==> src/sv/ert_pkg.sv <==
// Package for the event retry table: shared widths, codes, entry layout
// and controller/datapath interface structs. No dependencies.
package ert_pkg;

  localparam int TABLE_SLOTS_DEF = 16;

  localparam int KEY_W   = 64;
  localparam int KIND_W  = 2;
  localparam int COUNT_W = 8;
  localparam int TIME_W  = 32;
  localparam int SLOT_W  = 4;
  localparam int RES_W   = 3;

  localparam logic [KIND_W-1:0] KIND_CHARGE  = 2'd0;
  localparam logic [KIND_W-1:0] KIND_NETWORK = 2'd1;

  typedef enum logic [1:0] {
    CMD_ADD  = 2'd0,
    CMD_ACK  = 2'd1,
    CMD_TICK = 2'd2
  } cmd_t;

  typedef enum logic [1:0] {
    PH_READY = 2'd0,
    PH_WAIT  = 2'd1,
    PH_DROP  = 2'd2
  } phase_t;

  typedef enum logic [RES_W-1:0] {
    RK_ADDED     = 3'd0,
    RK_FULL      = 3'd1,
    RK_REMOVED   = 3'd2,
    RK_NO_MATCH  = 3'd3,
    RK_SEND      = 3'd4,
    RK_TICK_DONE = 3'd5
  } res_kind_t;

  typedef enum logic [2:0] {
    ST_IDLE,
    ST_ADD,
    ST_ACK,
    ST_TICK,
    ST_TDONE
  } state_t;

  typedef struct packed {
    logic [KEY_W-1:0]   key;
    logic [KIND_W-1:0]  kind;
    logic [COUNT_W-1:0] target;
    logic [COUNT_W-1:0] sent;
    logic [TIME_W-1:0]  wait_ms;
    logic [TIME_W-1:0]  stamp;
  } entry_t;

  localparam int ENTRY_W = $bits(entry_t);

  typedef struct packed {
    logic      load;
    logic      add_wr;
    logic      ack_clr;
    logic      tick_upd;
    logic      emit;
    res_kind_t res_kind;
    logic      res_slot;
    logic      res_send;
    logic      res_last;
  } ctrl_t;

  typedef struct packed {
    logic ev_free;
    logic key_match;
    logic tick_send;
  } stat_t;

endpackage

==> src/sv/ert_ram.sv <==
// Generic single-write, single-read RAM with registered read data.
// No dependencies.
module ert_ram #(
  parameter int WIDTH = 8,
  parameter int DEPTH = 16
) (
  input  logic                     clk,
  input  logic                     we,
  input  logic [$clog2(DEPTH)-1:0] waddr,
  input  logic [WIDTH-1:0]         wdata,
  input  logic [$clog2(DEPTH)-1:0] raddr,
  output logic [WIDTH-1:0]         rdata
);

  logic [WIDTH-1:0] mem [DEPTH];

  always_ff @(posedge clk) begin
    if (we) begin
      mem[waddr] <= wdata;
    end
    rdata <= mem[raddr];
  end

endmodule

==> src/sv/ert_datapath.sv <==
// Datapath of the event retry table: valid and phase flops, entry RAM,
// captured command beat, slot evaluation and result registers.
// Depends on ert_pkg and ert_ram.
module ert_datapath
  import ert_pkg::*;
#(
  parameter int TABLE_SLOTS = TABLE_SLOTS_DEF
) (
  input  logic                           clk,
  input  logic                           rst,
  input  ctrl_t                          ctrl,
  input  logic [$clog2(TABLE_SLOTS)-1:0] rd_addr,
  input  logic [$clog2(TABLE_SLOTS)-1:0] ev_idx,
  output stat_t                          stat,
  input  logic [KEY_W-1:0]               event_key,
  input  logic [KIND_W-1:0]              event_kind,
  input  logic [COUNT_W-1:0]             retry_limit,
  input  logic [TIME_W-1:0]              retry_interval,
  input  logic [TIME_W-1:0]              now_ms,
  output logic                           strobe,
  output logic [RES_W-1:0]               result_kind,
  output logic [SLOT_W-1:0]              slot,
  output logic [KEY_W-1:0]               send_key,
  output logic                           send_kind,
  output logic                           last
);

  logic [TABLE_SLOTS-1:0] valid;
  phase_t                 phase [TABLE_SLOTS];

  logic [KEY_W-1:0]   cmd_key;
  logic [KIND_W-1:0]  cmd_kind;
  logic [COUNT_W-1:0] cmd_limit;
  logic [TIME_W-1:0]  cmd_interval;
  logic [TIME_W-1:0]  cmd_now;

  entry_t             rd;
  entry_t             upd;
  entry_t             fresh;
  logic               ram_we;
  entry_t             ram_wdata;
  logic [COUNT_W-1:0] sent_next;
  logic [TIME_W-1:0]  elapsed;
  logic               ev_valid;
  phase_t             ev_phase;
  logic               sendable;

  ert_ram #(
    .WIDTH(ENTRY_W),
    .DEPTH(TABLE_SLOTS)
  ) u_ram (
    .clk  (clk),
    .we   (ram_we),
    .waddr(ev_idx),
    .wdata(ram_wdata),
    .raddr(rd_addr),
    .rdata(rd)
  );

  always_ff @(posedge clk) begin
    if (ctrl.load) begin
      cmd_key      <= event_key;
      cmd_kind     <= event_kind;
      cmd_limit    <= retry_limit;
      cmd_interval <= retry_interval;
      cmd_now      <= now_ms;
    end
  end

  always_comb begin
    ev_valid  = valid[ev_idx];
    ev_phase  = phase[ev_idx];
    sendable  = (rd.kind == KIND_CHARGE) || (rd.kind == KIND_NETWORK);
    sent_next = (rd.sent < {COUNT_W{1'b1}}) ? rd.sent + 1'b1 : rd.sent;
    elapsed   = cmd_now - rd.stamp;

    upd      = rd;
    upd.sent = sent_next;
    if (sent_next < rd.target) begin
      upd.stamp = cmd_now;
    end

    fresh.key     = cmd_key;
    fresh.kind    = cmd_kind;
    fresh.target  = cmd_limit;
    fresh.sent    = '0;
    fresh.wait_ms = cmd_interval;
    fresh.stamp   = cmd_now;

    ram_we    = ctrl.add_wr || (ctrl.tick_upd && ev_valid && ev_phase == PH_READY);
    ram_wdata = ctrl.add_wr ? fresh : upd;

    stat.ev_free   = !ev_valid;
    stat.key_match = ev_valid && (rd.key == cmd_key);
    stat.tick_send = ev_valid && (ev_phase == PH_READY) && sendable;
  end

  always_ff @(posedge clk) begin
    if (rst) begin
      valid <= '0;
      for (int i = 0; i < TABLE_SLOTS; i++) begin
        phase[i] <= PH_READY;
      end
    end else if (ctrl.add_wr) begin
      valid[ev_idx] <= 1'b1;
      phase[ev_idx] <= PH_READY;
    end else if (ctrl.ack_clr) begin
      valid[ev_idx] <= 1'b0;
      phase[ev_idx] <= PH_READY;
    end else if (ctrl.tick_upd && ev_valid) begin
      unique case (ev_phase)
        PH_READY: begin
          phase[ev_idx] <= (sent_next < rd.target) ? PH_WAIT : PH_DROP;
        end
        PH_WAIT: begin
          if (elapsed >= rd.wait_ms) begin
            phase[ev_idx] <= PH_READY;
          end
        end
        PH_DROP: begin
          valid[ev_idx] <= 1'b0;
          phase[ev_idx] <= PH_READY;
        end
        default: begin
        end
      endcase
    end
  end

  always_ff @(posedge clk) begin
    if (rst) begin
      strobe <= 1'b0;
    end else begin
      strobe <= ctrl.emit;
    end
  end

  always_ff @(posedge clk) begin
    if (ctrl.emit) begin
      result_kind <= ctrl.res_kind;
      slot        <= ctrl.res_slot ? SLOT_W'(ev_idx) : '0;
      send_key    <= ctrl.res_send ? rd.key : '0;
      send_kind   <= ctrl.res_send ? rd.kind[0] : 1'b0;
      last        <= ctrl.res_last;
    end
  end

endmodule

==> src/sv/ert_ctrl.sv <==
// Controller of the event retry table: walks slots for add, ack and tick
// commands and issues datapath commands. Depends on ert_pkg.
module ert_ctrl
  import ert_pkg::*;
#(
  parameter int TABLE_SLOTS = TABLE_SLOTS_DEF
) (
  input  logic                           clk,
  input  logic                           rst,
  input  logic                           start,
  input  logic [1:0]                     cmd,
  output logic                           busy,
  input  stat_t                          stat,
  output ctrl_t                          ctrl,
  output logic [$clog2(TABLE_SLOTS)-1:0] rd_addr,
  output logic [$clog2(TABLE_SLOTS)-1:0] ev_idx
);

  localparam int IDX_W = $clog2(TABLE_SLOTS);
  localparam logic [IDX_W-1:0] LastIdx = IDX_W'(TABLE_SLOTS - 1);

  state_t           state;
  state_t           state_next;
  logic [IDX_W-1:0] idx;
  logic [IDX_W-1:0] idx_next;
  logic             at_last;

  assign at_last = (idx == LastIdx);
  assign ev_idx  = idx;
  assign busy    = (state != ST_IDLE);

  always_ff @(posedge clk) begin
    if (rst) begin
      state <= ST_IDLE;
      idx   <= '0;
    end else begin
      state <= state_next;
      idx   <= idx_next;
    end
  end

  always_comb begin
    state_next = state;
    idx_next   = idx;
    unique case (state)
      ST_IDLE: begin
        idx_next = '0;
        if (start) begin
          unique case (cmd)
            CMD_ADD:  state_next = ST_ADD;
            CMD_ACK:  state_next = ST_ACK;
            CMD_TICK: state_next = ST_TICK;
            default:  state_next = ST_IDLE;
          endcase
        end
      end
      ST_ADD: begin
        if (stat.ev_free || at_last) begin
          state_next = ST_IDLE;
        end else begin
          idx_next = idx + 1'b1;
        end
      end
      ST_ACK: begin
        if (stat.key_match || at_last) begin
          state_next = ST_IDLE;
        end else begin
          idx_next = idx + 1'b1;
        end
      end
      ST_TICK: begin
        if (at_last) begin
          state_next = ST_TDONE;
        end else begin
          idx_next = idx + 1'b1;
        end
      end
      ST_TDONE: begin
        state_next = ST_IDLE;
      end
      default: begin
        state_next = ST_IDLE;
      end
    endcase
  end

  always_comb begin
    ctrl          = '0;
    ctrl.res_kind = RK_ADDED;
    rd_addr       = at_last ? '0 : idx + 1'b1;
    unique case (state)
      ST_IDLE: begin
        rd_addr   = '0;
        ctrl.load = start;
      end
      ST_ADD: begin
        if (stat.ev_free) begin
          ctrl.add_wr   = 1'b1;
          ctrl.emit     = 1'b1;
          ctrl.res_kind = RK_ADDED;
          ctrl.res_slot = 1'b1;
          ctrl.res_last = 1'b1;
        end else if (at_last) begin
          ctrl.emit     = 1'b1;
          ctrl.res_kind = RK_FULL;
          ctrl.res_last = 1'b1;
        end
      end
      ST_ACK: begin
        if (stat.key_match) begin
          ctrl.ack_clr  = 1'b1;
          ctrl.emit     = 1'b1;
          ctrl.res_kind = RK_REMOVED;
          ctrl.res_slot = 1'b1;
          ctrl.res_last = 1'b1;
        end else if (at_last) begin
          ctrl.emit     = 1'b1;
          ctrl.res_kind = RK_NO_MATCH;
          ctrl.res_last = 1'b1;
        end
      end
      ST_TICK: begin
        ctrl.tick_upd = 1'b1;
        if (stat.tick_send) begin
          ctrl.emit     = 1'b1;
          ctrl.res_kind = RK_SEND;
          ctrl.res_slot = 1'b1;
          ctrl.res_send = 1'b1;
        end
      end
      ST_TDONE: begin
        ctrl.emit     = 1'b1;
        ctrl.res_kind = RK_TICK_DONE;
        ctrl.res_last = 1'b1;
      end
      default: begin
      end
    endcase
  end

endmodule

==> src/sv/event_retry_table.sv <==
// Top level of the event retry table: controller plus datapath.
// Depends on ert_pkg, ert_ctrl, ert_datapath.
//
//   channel  handshake          payload
//   input    start & !busy      cmd, event_key, event_kind, retry_limit,
//                               retry_interval, now_ms
//   result   strobe (1 cycle)   result_kind, slot, send_key, send_kind, last
//
// An add or ack walks the slots one per cycle from slot 0 and stops at the
// first hit. A tick walks every slot, one per cycle through the entry RAM
// read port, then emits tick done. Command 3 raises no busy and no result.
// Reset is synchronous and clears valid and phase flops; no clearing pass.
// Results leave on a one-cycle strobe; the receiver cannot stall.
module event_retry_table
  import ert_pkg::*;
#(
  parameter int TABLE_SLOTS = TABLE_SLOTS_DEF
) (
  input  logic                clk,
  input  logic                rst,
  input  logic                start,
  output logic                busy,
  input  logic [1:0]          cmd,
  input  logic [KEY_W-1:0]    event_key,
  input  logic [KIND_W-1:0]   event_kind,
  input  logic [COUNT_W-1:0]  retry_limit,
  input  logic [TIME_W-1:0]   retry_interval,
  input  logic [TIME_W-1:0]   now_ms,
  output logic                strobe,
  output logic [RES_W-1:0]    result_kind,
  output logic [SLOT_W-1:0]   slot,
  output logic [KEY_W-1:0]    send_key,
  output logic                send_kind,
  output logic                last
);

  localparam int IDX_W = $clog2(TABLE_SLOTS);

  ctrl_t            ctrl;
  stat_t            stat;
  logic [IDX_W-1:0] rd_addr;
  logic [IDX_W-1:0] ev_idx;

  ert_ctrl #(
    .TABLE_SLOTS(TABLE_SLOTS)
  ) u_ctrl (
    .clk    (clk),
    .rst    (rst),
    .start  (start),
    .cmd    (cmd),
    .busy   (busy),
    .stat   (stat),
    .ctrl   (ctrl),
    .rd_addr(rd_addr),
    .ev_idx (ev_idx)
  );

  ert_datapath #(
    .TABLE_SLOTS(TABLE_SLOTS)
  ) u_datapath (
    .clk           (clk),
    .rst           (rst),
    .ctrl          (ctrl),
    .rd_addr       (rd_addr),
    .ev_idx        (ev_idx),
    .stat          (stat),
    .event_key     (event_key),
    .event_kind    (event_kind),
    .retry_limit   (retry_limit),
    .retry_interval(retry_interval),
    .now_ms        (now_ms),
    .strobe        (strobe),
    .result_kind   (result_kind),
    .slot          (slot),
    .send_key      (send_key),
    .send_kind     (send_kind),
    .last          (last)
  );

endmodule

==> config.mk <==
export PLATFORM = sky130hd
export DESIGN_NAME = event_retry_table
export DESIGN_NICKNAME = d
export VERILOG_FILES = /design/src/sv/ert_pkg.sv /design/src/sv/ert_ram.sv /design/src/sv/ert_datapath.sv /design/src/sv/ert_ctrl.sv /design/src/sv/event_retry_table.sv
export SDC_FILE = /design/constraint.sdc
export NUM_CORES = 2
export LEC_CHECK = 0
export ABC_AREA = 0
export BUFFER_PORTS_ARGS = -buffer_cell sky130_fd_sc_hd__buf_2
export CORE_ASPECT_RATIO = 0.6
export CORE_MARGIN = 3
export CORE_UTILIZATION = 45
export DETAILED_ROUTE_END_ITERATION = 10
export PLACE_DENSITY = 0.59
export SLEW_MARGIN = 0
export SYNTH_ARGS = -nofsm -noshare
export SYNTH_HDL_FRONTEND = slang
export SYNTH_SLANG_ARGS = --single-unit
==> constraint.sdc <==
create_clock -name clk -period 10.9 [get_ports clk]
set_clock_uncertainty 0.15 [all_clocks]
set_input_delay 2.18 -clock clk [delete_from_list [all_inputs] [get_ports clk]]
set_output_delay 2.18 -clock clk [all_outputs]
set_load 0.01 [all_outputs]
=== Yosys cells after proc, flatten, opt, wreduce, memory -nomap -nowiden ===
Memory sizes are Yosys's and may differ from the RTL's. A register that Yosys moved wholly into a read port is not among the register bits.
Cells that the tools add are included.

* Multiplexer cells: 81
* $add $sub $neg: 3
* Equality and inequality tests: 18
* Magnitude comparators: 5
* Reduce and logical (&&, ||, !) cells: 23
* Bitwise logic cells: 7

{| class="wikitable"
|+ Operators with widths
! cell !! number
|-
| $mux 146 || 1
|-
| $eq 64x64->1 || 1
|-
| $mux 16 || 4
|-
| $mux 4 || 12
|-
| $mux 1 || 43
|-
| $ge 32x32->1 || 1
|-
| $mux 32 || 1
|-
| $pmux 4 s4 || 2
|-
| $sub 32x32->32 || 1
|-
| $and 16x16->16 || 1
|-
| $not 16->16 || 1
|-
| $or 16x16->16 || 1
|-
| $mux 2 || 6
|-
| $mux 3 || 4
|-
| $pmux 3 s4 || 1
|-
| $reduce_bool 3->1 || 3
|-
| $add 8x1->8 const B || 1
|-
| $lt 8x8->1 || 1
|-
| $lt 8x8->1 const B || 1
|-
| $mux 8 || 1
|-
| $ne 2x2->1 const B || 4
|-
| $reduce_and 4->1 || 2
|-
| $eq 2x1->1 const B || 3
|-
| $eq 3x2->1 const B || 2
|-
| 22 further kinds || 39
|}

* Output and inout bits: 75
* Memories kept: 2
* RAM bits: 2,368
* Register bits after elaboration: 235

{| class="wikitable"
|+ Memory list
! name !! depth !! width !! read ports !! clocked after Yosys merged registers in !! write ports !! line !! source
|-
| u_datapath.u_ram.mem || 16 || 146 || 1 || 1 || 1 || ert_ram.sv:15 || <nowiki>logic [WIDTH-1:0] mem [DEPTH];</nowiki>
|-
| u_datapath.phase || 16 || 2 || 1 || 1 || 16 || ert_datapath.sv:29 || <nowiki>phase_t phase [TABLE_SLOTS];</nowiki>
|}

=== Longest topological paths before layout ===
* Word-level depth: 15
* Mapped depth: 22
* Mapped depth without buffers: 21

=== Cells and area by module ===
Synthesis repeated with hierarchy kept, for this count alone.

* Cells, all modules: 5,115
* Area, all modules: 105,732.7 µm²

{| class="wikitable"
|+ Modules (own cells, without submodules)
! module !! area each (µm²) !! times used !! seq. area each (µm²) !! cells an instance
|-
| ert_ram || 90,805.8 || 1 || 73,070.1 || 3,831
|-
| ert_datapath || 14,288.7 || 1 || 7,637.3 || 1,197
|-
| ert_ctrl || 638.1 || 1 || 140.1 || 87
|}

=== Worst setup path before layout ===
OpenSTA, ideal clock, no wires.

* Kind: register to register
* From: reg with a tool-made name
* To: mem u_datapath.u_ram.mem[13][0] (netlist name), enable pin
* Clock period less this slack: 9.167 ns
* Slack: 1.733 ns
* Data arrival time: 8.363 ns
* Data required time: 10.096 ns
* Stages on the path, launching flop included: 9
* Library setup time: 0.654 ns
* Cell sequence: dfxtp_1 > buf_2 > mux4_2 > mux4_2 > or3_4 > nor2_1 > nor2_1 > clkbuf_1 > nor2_1

{| class="wikitable"
|+ RTL lines
! element !! line
|-
| end, declared || ert_ram.sv:15
|}

==> flow_summary.toml <==
[run_status]
status = "finished clean"

[synth]
synth_top_family_by_area = "multiplexers"
synth-simple-area-share_pct = 2.49
synthMuxAreaShare_pct = 12.3
synth_area_mm2 = 0.107
async_flop_share_pct = 0
synth_seq_cells = 2753
yosys_warnings = 0
ys_types = 64
synth-adder-area-share_pct = 0.930
yosysSeqAreaShare_pct = 75.6
synth_edf_count = 2579
synth.top_cell.area_share_pct = 72.3
ys.flop_type = "edfxtp_1"
syn_nets = 6072
yosys.area.top_type = "edfxtp_1"
synth_cells = 5850
avgSynthCellArea_um2 = 18.3
ys_top_cells_by_area = "edfxtp_1 (72%), mux4_2 (6.4%), mux2i_1 (5.5%)"
synth_xor_xnor_area_share_pct = 0.769
synth_compound_area_share_pct = 6.18

[final_layout]
final_common_cell = "edfxtp_1"
fin_nets = 6316
multi_input_area_mm2 = 0.0245
fillers = 19067
finalInstanceArea_mm2 = 0.120
areaGrowthSynthToFinish_pct = 12.2
seqCellArea_mm2 = 0.0809
mostFrequentLayoutCells = "edfxtp_1 (2579), mux2i_1 (588), a21oi_1 (346), mux4_2 (306), a221oi_1 (293)"
drive_above_1_share_pct = 17.2

[timing]
relSlewSlack_pct = 23.0
worst_pin_slew_ns = 1.15
hold_viol = 0
setup-violations-final = 0
drv_slew = 0
fin_tns_setup_ns = 0
grt_setup_unrepaired = "no"
fmax_mhz = 165
fin_crit_ns = 6.05
period_share_pct = 55.5

[die]
core-area_mm2 = 0.236
die_w_um = 636
initial_core_util_pct = 45.3
die_h_um = 384
rows = 138
io_pins = 218
die_area_mm2 = 0.244

[clock_tree]
clkTransAtPathRegs_ns = 0.07
clock_tree.buffer_depth = 4
cts_setup_buffers = 0
cts_resized = 0
numCtsBuffers = 248
cts_hold_buf = 0
cts_tree = "done"
cts-htree-levels = 4
cts_root_buf = "clkbuf_16"
clk_latency_ns = 0.88
cts.sinks = 2753

[drt]
via_count = 55608
dr.first_iter.drc_count = 6289
drc = 0
viasPerCell = 5.88
antenna_left = 0
wl_per_cell_um = 29.3
dr.pass1.iters = 5
wirelength_mm = 277

[placement]
finalWeightedCongestion = 0.800
numPortBuffers = 217
hpwl_mm = 147
placed_cell_area_mm2 = 0.112

[job]
max-cap-violations = 0

[worst_setup_path]
critPathCaptureType = "register"
arrival_ns = 6.47
worstSetupPathType = "register to register"
startpoint_type = "register"
path_max_fanout = 16
cp.required_ns = 11.32

[power]
leakage_uw = 0.0377
power.switching_uw = 5110
clkPwrFrac_pct = 38.9
irDropWorstVdd_uv = 156
power_frac_seq_pct = 53.7
internal_power_uw = 17600
combPwrFrac_pct = 7.4
p_sw_share_pct = 22.5
power_per_cell_area_mw_per_mm2 = 189

[grt]
grt-ovfl-total = 0
grt_pass1_wl_mm = 401
grt_max_degree = 164
antenna_found_initial = 15
grt_use_total_pct = 22.4
grt_pass1_vias = 55290

[min_path]
hold_path_class = "register to register"
## logic make-up (layout without fill, tap and decap cells)
group	count (synthesis)	after routing
xor gates and xnor gates	94	94
DFF	2753	2753
buffers and inverters	444	900
muxes	929	929
AOI/OAI and AO/OA	967	967
and+or+nand+nor	584	584
other	0	2
adders and majority gates	79	79
## worst max-delay path, stage by stage, from the launching register on
cell and delay, ns:
edfxtp_1 0.43, ha_1 0.29, nor2b_1 0.13, o21ai_0 0.12, a2111oi_0 0.81, o31ai_1 0.19, a21boi_0 0.42, nor2_1 0.18
o21ai_0 0.23, xor2_1 0.18, ha_1 0.26, a21o_1 0.19, a21o_1 0.18, a21oi_1 0.14, o21ai_0 0.09, a21oi_1 0.13
o21ai_1 0.35, a2111oi_4 1.06, nor2_1 0.20
## cells in the mapped netlist (all sizes together), types with 3 or more instances
master,instances
nor3,18
a211oi,162
o21ai,70
nor2,111
ha,78
a31oi,19
a221oi,293
o21bai,4
xnor2,17
o211ai,5
nand3,19
or2,4
dfxtp,174
and3,9
a21o,30
clkbuf,214
nand2,289
buf,142
mux2i,588
nor2b,4
a21boi,3
o31ai,3
o21a,7
inv,88
and4,4
nand4,11
nor4,17
a21oi,348
xor2,77
nand2b,7
a2111oi,3
mux4,306
and2,80
a311oi,5
edfxtp,2579
mux2,35
or3,4
## sequential cells by signal, indices dropped and copies added (netlist names), named ones only
signal,flops
u_datapath.cmd_kind,2
u_datapath.send_key,64
u_ctrl.ev_idx,4
u_datapath.result_kind,3
u_datapath.cmd_interval,32
u_datapath.phase,32
u_datapath.cmd_limit,8
u_datapath.cmd_key,64
u_datapath.strobe,1
u_datapath.slot,4
u_datapath.u_ram.rdata,146
u_datapath.last,1
u_datapath.cmd_now,32
u_ctrl.state,3
u_datapath.u_ram.mem,2336
u_datapath.send_kind,1
## cell type report
cell class                 instances  share of cell area [%]
timing repair buffer             350                    1.96
inverter                          88                   0.275
antenna                            2                 0.00417
multi-input combinational       2653                    20.4
clock inverter                   107                   0.987
clock buffer                     355                    5.77
sequential                      2753                    67.4
tap                             3150                    3.28
## power by group through the flow
stage                     Combinational, uW  Sequential, uW  Clock (uW)
after global placement                 1640           12400           0
after floorplan                        1030           12400           0
after global routing                   1830           12200        9430
final                                  1670           12200        8810
after CTS                              1680           12200        8990
after detailed placement               1670           12400           0
## final timing paths
check	from	endpoint	depth (start not counted)	slack, ns
worst max register to register	u_datapath.cmd_now[1]$_DFFE_PP_	u_datapath.phase[3][1]$_SDFFCE_PN0P_	18	4.85
worst min-delay path	register	register	2	0.39
worst min register to register	register	register	2	0.39
worst max-delay path	u_datapath.cmd_now[1]$_DFFE_PP_	u_datapath.phase[3][1]$_SDFFCE_PN0P_	18	4.85
## through the flow
stage | total power [uW] | util (%) | hold WS (ns) | setup slack (ns) | instances
2_1_floorplan | 13400 | - | 0.339 | 1.73 | 5850
3_3_place_gp | 14000 | 47.4 | 0.377 | 4.80 | 8994
3_5_place_dp | 14100 | 47.4 | 0.380 | 4.85 | 8994
4_1_cts | 22900 | 50.9 | 0.387 | 4.83 | 9456
5_1_grt | 23500 | 50.9 | 0.427 | 4.27 | 9456
6_report | 22700 | 50.9 | 0.392 | 4.85 | 9458
## layer usage
layer | global-route usage (%) | vias to the layer above | share of wire (%)
met3 | 2.90 | 343 | 5.9
li1 | - | 24153 | -
met4 | 4.44 | 0 | 1.9
met2 | 35.9 | 1898 | 48
met1 | 33.1 | 29214 | 45
met5 | 0 | - | 0
No activity file was read; power rests on OpenSTA's default activity.
